<file path="src/cau_pkg.sv">
`timescale 1ns / 1ps
// cau_pkg: shared types and constants for the complex arithmetic unit
// used by every cau_* module and by complex_arithmetic_unit; no dependencies
package cau_pkg;

  // default operand format, signed Q16.16
  localparam int DATA_WIDTH_DEF = 32;
  localparam int FRAC_BITS_DEF  = 16;

  // operation codes
  typedef enum logic [1:0] {
    ACT_ADD = 2'd0,
    ACT_SUB = 2'd1,
    ACT_MUL = 2'd2,
    ACT_DIV = 2'd3
  } action_t;

  // status codes
  localparam logic [1:0] ST_OK       = 2'd0;
  localparam logic [1:0] ST_DIV_ZERO = 2'd1;
  localparam logic [1:0] ST_SAT      = 2'd2;

  // control that travels with each transaction down the pipeline
  typedef struct packed {
    logic    valid;
    action_t action;
    logic    dz;      // divisor is zero
    logic    ovf_re;  // real quotient magnitude beyond the field
    logic    ovf_im;  // imaginary quotient magnitude beyond the field
    logic    neg_re;  // real numerator negative
    logic    neg_im;  // imaginary numerator negative
  } ctl_t;

endpackage

</file>
<file path="src/cau_saturate.sv">
`timescale 1ns / 1ps
// cau_saturate: sign restore, clamp to the field and status, output register
// depends on cau_pkg
module cau_saturate import cau_pkg::*; #(
  parameter int DATA_WIDTH = DATA_WIDTH_DEF
) (
  input  logic                         clk,
  input  logic                         rst,
  input  ctl_t                         ctl,
  input  logic [2*DATA_WIDTH:0]        val_re,
  input  logic [2*DATA_WIDTH:0]        val_im,
  input  logic [DATA_WIDTH-1:0]        q_re,
  input  logic [DATA_WIDTH-1:0]        q_im,
  output logic                         done,
  output logic signed [DATA_WIDTH-1:0] out_real,
  output logic signed [DATA_WIDTH-1:0] out_imag,
  output logic [1:0]                   status
);

  localparam int W  = DATA_WIDTH;
  localparam int SW = 2 * W + 1;
  localparam logic [W-1:0] MAXV = {1'b0, {(W-1){1'b1}}};
  localparam logic [W-1:0] MINV = {1'b1, {(W-1){1'b0}}};

  logic [W-1:0] re_next, im_next;
  logic [1:0]   st_next;
  logic [W:0]   r_re, r_im;

  // clamp a wide signed value, result is {saturated, value}
  function automatic logic [W:0] clamp_lin(input logic [SW-1:0] v);
    logic [SW-W:0] hi;
    hi = v[SW-1:W-1];
    if ((&hi) || !(|hi)) begin
      clamp_lin = {1'b0, v[W-1:0]};
    end else begin
      clamp_lin = {1'b1, v[SW-1] ? MINV : MAXV};
    end
  endfunction

  // apply the sign to a quotient magnitude and clamp
  function automatic logic [W:0] clamp_div(input logic [W-1:0] q, input logic neg,
                                           input logic ovf);
    logic big;
    big = neg ? (q[W-1] && (|q[W-2:0])) : q[W-1];
    if (ovf || big) begin
      clamp_div = {1'b1, neg ? MINV : MAXV};
    end else begin
      clamp_div = {1'b0, neg ? (~q + 1'b1) : q};
    end
  endfunction

  // per-part result and status
  always_comb begin
    if (ctl.action == ACT_DIV) begin
      r_re = clamp_div(q_re, ctl.neg_re, ctl.ovf_re);
      r_im = clamp_div(q_im, ctl.neg_im, ctl.ovf_im);
    end else begin
      r_re = clamp_lin(val_re);
      r_im = clamp_lin(val_im);
    end
    if ((ctl.action == ACT_DIV) && ctl.dz) begin
      re_next = '0;
      im_next = '0;
      st_next = ST_DIV_ZERO;
    end else begin
      re_next = r_re[W-1:0];
      im_next = r_im[W-1:0];
      st_next = (r_re[W] || r_im[W]) ? ST_SAT : ST_OK;
    end
  end

  // result strobe
  always_ff @(posedge clk) begin
    if (rst) begin
      done <= 1'b0;
    end else begin
      done <= ctl.valid;
    end
  end

  // result register
  always_ff @(posedge clk) begin
    out_real <= re_next;
    out_imag <= im_next;
    status   <= st_next;
  end

endmodule

</file>
<file path="config.mk">
export PLATFORM = sky130hd
export DESIGN_NAME = cau_saturate
export DESIGN_NICKNAME = d
export VERILOG_FILES = /design/src/cau_pkg.sv /design/src/cau_saturate.sv
export SDC_FILE = /design/constraint.sdc
export NUM_CORES = 1
export LEC_CHECK = 0
export BUFFER_PORTS_ARGS = -buffer_cell sky130_fd_sc_hd__buf_2
export CAP_MARGIN = 10
export CORE_MARGIN = 4
export CORE_UTILIZATION = 44
export DETAILED_ROUTE_END_ITERATION = 7
export PLACE_DENSITY = 0.85
export SYNTH_ARGS = -nofsm -noshare
export SYNTH_HDL_FRONTEND = slang
export SYNTH_SLANG_ARGS = --single-unit
</file>
<file path="constraint.sdc">
create_clock -name clk -period 2.25 [get_ports clk]
set_input_delay 0.225 -clock clk [delete_from_list [all_inputs] [get_ports clk]]
set_output_delay 0.225 -clock clk [all_outputs]
set_load 0.01 [all_outputs]
</file>
==> flow_summary_export.csv, run 1 <==
group,metric,value,unit
status,status,"complete, no violations",
die,core_area,0.009910,sq mm
detailed_routing,ant_nets,0,
logic_synthesis,synth_top_area_share,29.47,%
detailed_routing,routed_via_density,5.869,
sta,totalNegativeSetupSlack,0,ps
run,drv_cap,0,
logic_synthesis,synth.yosys.seq_area_share,29.47,%
logic_synthesis,synthAdderAreaFrac,0.5499,%
logic_synthesis,synth_compound_area_share,29.50,%
logic_synthesis,yosysMostFrequentCell,"dfxtp_1",
global_routing,grt_max_degree,51,
logic_synthesis,ys_ff_latch,67,
global_routing,use_met2,47.17,%
sta,setup_violations,0,
clock_network,root_buffer,"clkbuf_8",
logic_synthesis,yosys.area_share.simple,26.42,%
global_routing,busiest_layer,"met2",
sta,slew_headroom,23.26,%
die,io_pins,271,
detailed_routing,wl,17.23,mm
clock_network,clock_path_buffers,2,
logic_synthesis,synth_edf_count,0,
critical_path,start_kind,"primary input",
cells_and_area,num-fill-cells,891,
cells_and_area,multi_input_area,0.002995,sq mm
sta,rsz0062_at_grt,"false",
logic_synthesis,ys_warn_count,0,
logic_synthesis,ys_top_cells_by_count,"dfxtp_1 (67), a21oi_1 (44), nor2_1 (33)",
detailed_routing,drt_iter0_markers,398,
pwr,cellLeakagePower,0.002787,uW
die,die_w,109.7,um
global_routing,grtUsageMet1,32.18,%
pwr,power,3392,uW
global_routing,grt_pass1_vias,5351,
die,row_count,36,
die,fp.dieH,109.7,um
logic_synthesis,synthFlopType,"dfxtp_1",
logic_synthesis,synth_mux_area_share,2.447,%
detailed_routing,drt-wirelength-per-cell,17.38,um
die,dieArea,0.01203,sq mm
clock_network,clkSinkCount,67,
logic_synthesis,synth_area,0.004551,sq mm
logic_synthesis,yosys.area_share.xor_xnor,6.544,%
min_path,hold_class,"in2reg",
place,hpwlAfterDp,13.86,mm
clock_network,cts_made_buffers,9,
detailed_routing,num_vias,5816,
cells_and_area,post-route-util,65.62,%
die,start_util,45.92,%
place,placed_area,0.006256,sq mm
critical_path,crit_arrival,2280,ps
sta,post-route-min-period,2058,ps
clock_network,cts_tree,"built",
detailed_routing,dr.pass1.iters,5,
logic_synthesis,yosys.area.top_type,"dfxtp_1",
cells_and_area,num-nets-final,1059,
clock_network,cts_hold_buffers,0,
logic_synthesis,ys_top_cells_by_area,"dfxtp_1 (29%), a221o_1 (6.4%), xnor2_1 (6.2%)",
logic_synthesis,syn_inst,570,
detailed_routing,remaining_drc_errors,0,
clock_network,clkSlewWorstSetupHoldPaths,80,ps
place,gp_congestion,0.9261,
logic_synthesis,ys_types,59,
critical_path,required,2470,ps
logic_synthesis,synth_top_family_by_area,"compound AO/OA/AOI/OAI gates",
cells_and_area,synthToLayoutAreaGrowth,42.89,%
global_routing,antenna_found_initial,1,
global_routing,grt_pass1_wl,25.97,mm
logic_synthesis,synth_fp_nets,776,
logic_synthesis,async_flop_share,0,%
pwr,peakVddDrop,410.0,uV
place,post-place-ws,-302.6,ps
cells_and_area,final_layout_size_suffix_gt1_share,39.91,%
pwr,power.density,521.7,mW/mm^2
cells_and_area,layout.area.seq,0.001341,sq mm
sta,hold_viol_final,0,
logic_synthesis,postSynthAreaPerCell,7.984,sq um
sta,fin_crit_sh,91.47,%
global_routing,gr-total-overflow,0,
critical_path,end_kind,"flip-flop",
critical_path,cp_max_fo,5,
sta,final_max_slew_viol_count,0,
sta,fmax,485.9,MHz
clock_network,cts_htree_levels,3,
place,io_buffers,270,
cells_and_area,final_area,0.006502,sq mm
global_routing,track_usage,27.05,%
critical_path,worstSetupPathType,"in2reg",
sta,fin_ws,191.9,ps
sta,worst_pin_slew,1151,ps
global_routing,met3_usage,6.635,%
cell usage in the layout, fill, tap and decap left out, drive strengths merged, types with 4 or more instances in the layout:
cell	netlist	layout
o22a	6	6
o41ai	6	6
mux2i	10	10
a211oi	7	7
a21boi	6	6
o21bai	4	4
and2	4	4
nand2b	9	9
o211ai	8	8
nor3	23	23
o31ai	10	10
or4	9	9
dfxtp	67	67
nand2	33	33
or3	12	12
a221o	29	29
xnor2	32	32
o21ai	29	29
a21oi	44	44
clkbuf	31	9
nor2b	10	10
o22ai	15	15
nor3b	4	4
nand4	24	24
o21a	4	4
nor4	30	30
or2	5	5
nor2	33	33
inv	9	9
buf	10	313
nand3	10	10
a31oi	6	6
power by group:
| part | switching (uW) | internal (uW) | leakage (uW) |
|---|---|---|---|
| registers | 24.6 | 1280 | 0.000564 |
| clock network | 492 | 734 | 0.000115 |
| logic | 452 | 406 | 0.00211 |
cells by family (layout without fill, tap and decap cells):
logic type,count (synthesis),after routing
other,0,1
xor gates and xnor gates,34,34
muxes,11,11
and+or+nand+nor,216,216
DFF,67,67
adders and majority gates,2,2
buffers and inverters,50,337
AOI/OAI and AO/OA,190,190
per-stage QoR:
step                      hold slack [ps]  std cells
after CTS                           20.06        990
final                               38.05        991
after global placement              381.7        975
after detailed placement            389.1        975
after global routing                31.57        991
after floorplan                     296.6        570
what timing repair did:
action                     CTS  global route
setup endpoints to repair    0            29
resized for setup            0             1
setup buffers                0             0
worst max-delay path, stage by stage:
cell and delay, ps:
buf_2 120, inv_1 80, ha_1 150, nor4b_2 240, nand4_1 190, buf_4 190, or2_1 290, o41ai_1 380
xnor2_1 120, a221o_1 290
cell type report:
class	count	area share, %
Multi-Input combinational cell	453	46.06
Timing Repair Buffer	313	26.52
Sequential cell	67	20.63
Tap cell	133	2.559
Clock buffer	9	1.905
Clock inverter	6	1.770
Inverter	9	0.5195
Antenna cell	1	0.03848
path summary, 6_finish.rpt:
path                 from            to  cells past startpoint
setup / recovery  q_im[1]  out_imag[20]                     10
hold / removal        rst          done                      2
sequential cells by signal (all words and copies together), names as in the netlist:
register / count
done: 1
out_real: 32
out_imag: 32
status: 2
routing by layer:
layer	part of all wire, %	wire (um)
met2	48	8306
met4	2.9	505
met3	10	1754
met1	39	6660
met5	0	0
No activity file was read; power rests on OpenSTA's default activity.
==> inputs of run 2 (changes only) <==
- CORE_MARGIN: 4 -> 2
==> flow_summary_export.csv, run 2 (same netlist as run 1, synthesis figures left out) <==
group,metric,value,unit
status,status,"complete, no violations",
critical_path,startpoint,"q_im[9]",
min_path,hold_class,"in2reg",
global_routing,track_usage,28.62,%
detailed_routing,num_vias,5712,
place,gp_congestion,0.9145,
global_routing,grtUsageMet1,31.78,%
clock_network,postCtsSetupRepairBufs,0,
run,drv_cap,0,
detailed_routing,wl,16.48,mm
cells_and_area,layout_common_cells,"buf_2 (270), dfxtp_1 (67), a21oi_1 (44)",
cells_and_area,biggestRegsByFlops,"out_imag: 32 flops, out_real: 32 flops, status: 2 flops",
global_routing,use_met2,52.76,%
sta,worst_pin_slew,1042,ps
pwr,cell_internal_pwr,2435,uW
pwr,peakVddDrop,330.4,uV
critical_path,crit_path_cell_trace,"buf_2, nor4_1, nand4_1, or2_1, o41ai_1, xnor2_1, a221o_1",
die,io_pins,271,
die,start_util,44.68,%
sta,rsz0062_at_grt,"false",
critical_path,required,2490,ps
global_routing,gr-total-overflow,0,
cells_and_area,num-nets-final,1049,
clock_network,clkSinkCount,67,
cells_and_area,antenna_cells,0,
sta,final_max_slew_viol_count,0,
detailed_routing,drt_iter0_markers,332,
detailed_routing,ant_nets,0,
die,fp.dieH,105.7,um
sta,slew_headroom,30.51,%
critical_path,worst-path-buf-inv,1,
critical_path,worstSetupPathType,"in2reg",
pwr,switching_share,28.32,%
detailed_routing,remaining_drc_errors,0,
critical_path,critPathSlowestCell,"nor4_1",
sta,hold_viol_final,0,
detailed_routing,drt-wirelength-per-cell,16.75,um
clock_network,cts_tree,"built",
pwr,cellLeakagePower,0.002742,uW
pwr,power_switching,962.2,uW
pwr,combPwrFrac,24.4,%
die,dieArea,0.01117,sq mm
critical_path,end_kind,"flip-flop",
cells_and_area,layout_commonest_cell,"buf_2",
sta,setup_violations,0,
cells_and_area,num-fill-cells,938,
clock_network,cts_htree_levels,3,
global_routing,busiest_layer,"met2",
pwr,clkPwrFrac,37.1,%
critical_path,crit_family,"simple AND/OR/NAND/NOR gates",
detailed_routing,routed_via_density,5.805,
sta,fmax,509.9,MHz
clock_network,cts_hold_buffers,0,
clock_network,clock_path_buffers,2,
critical_path,cp_max_fo,5,
cells_and_area,final_layout_size_suffix_gt1_share,39.15,%
pwr,power.density,530.7,mW/mm^2
place,hpwlAfterDp,13.07,mm
clock_network,cts_repair_resize_count,0,
critical_path,crit_arrival,2200,ps
global_routing,grt_pass1_vias,5381,
global_routing,grt_max_degree,32,
clock_network,clkSlewWorstSetupHoldPaths,80,ps
die,die_w,105.7,um
detailed_routing,dr.pass1.iters,5,
die,row_count,37,
sta,hold_ws,20.33,ps
min_path,hold_start,"rst",
global_routing,met3_usage,6.865,%
global_routing,antenna_found_initial,0,
global_routing,grt_pass1_wl,25.67,mm
pwr,power,3397,uW
critical_path,start_kind,"primary input",
sta,totalNegativeSetupSlack,0,ps
critical_path,cpPeakStageDelay,490,ps
pwr,pwr-share-seq,38.5,%
critical_path,path_depth,7,
clock_network,root_buffer,"clkbuf_8",
sta,post-route-min-period,1961,ps
place,io_buffers,270,
clock_network,cts_made_buffers,9,
die,core_area,0.01018,sq mm
sta,fin_crit_sh,87.15,%
min_path,min_delay_path_depth,2,
cells_and_area,synthToLayoutAreaGrowth,40.67,%
[run 2: final timing paths]
path | end | slack [ps]
hold / removal | done | 20
setup / recovery | out_imag[28] | 290
[run 2: layer usage]
layer / part of all wire (%) / wire length (um) / up-vias
li1: - / - / 2771
met2: 50 / 8307 / 268
met1: 38 / 6319 / 2629
met3: 8.4 / 1384 / 44
met5: 0 / 0 / -
met4: 2.8 / 468 / 0
[run 2: power by group through the flow]
stage | Clock, uW | Combinational [uW] | Sequential, uW
2_1_floorplan | 0 | 337 | 1390
3_3_place_gp | 0 | 808 | 1340
3_5_place_dp | 0 | 820 | 1340
4_1_cts | 1270 | 824 | 1310
5_1_grt | 1310 | 904 | 1320
6_report | 1260 | 828 | 1310
[run 2: per-stage QoR]
| step | utilization [%] | cells | cell area (sq um) | setup WS [ps] |
|---|---|---|---|---|
| 3_5_place_dp | 60.48 | 968 | 6160 | -4.931 |
| 4_1_cts | 62.85 | 984 | 6401 | 297.2 |
| 6_report | 62.85 | 984 | 6401 | 289.0 |
| 3_3_place_gp | 60.48 | 968 | 6160 | 28.91 |
| 2_1_floorplan | - | 570 | 4551 | 141.9 |
| 5_1_grt | 62.85 | 984 | 6401 | 64.44 |
[run 2: cell type report]
| type | count | area (sq um) | area share, % |
|---|---|---|---|
| multi-input combinational | 453 | 2990 | 46.72 |
| clock inverter | 5 | 100.1 | 1.564 |
| tap | 136 | 170.2 | 2.658 |
| timing repair buffer | 303 | 1624 | 25.37 |
| sequential | 67 | 1341 | 20.95 |
| inverter | 9 | 33.78 | 0.5278 |
| clock buffer | 11 | 141.4 | 2.209 |
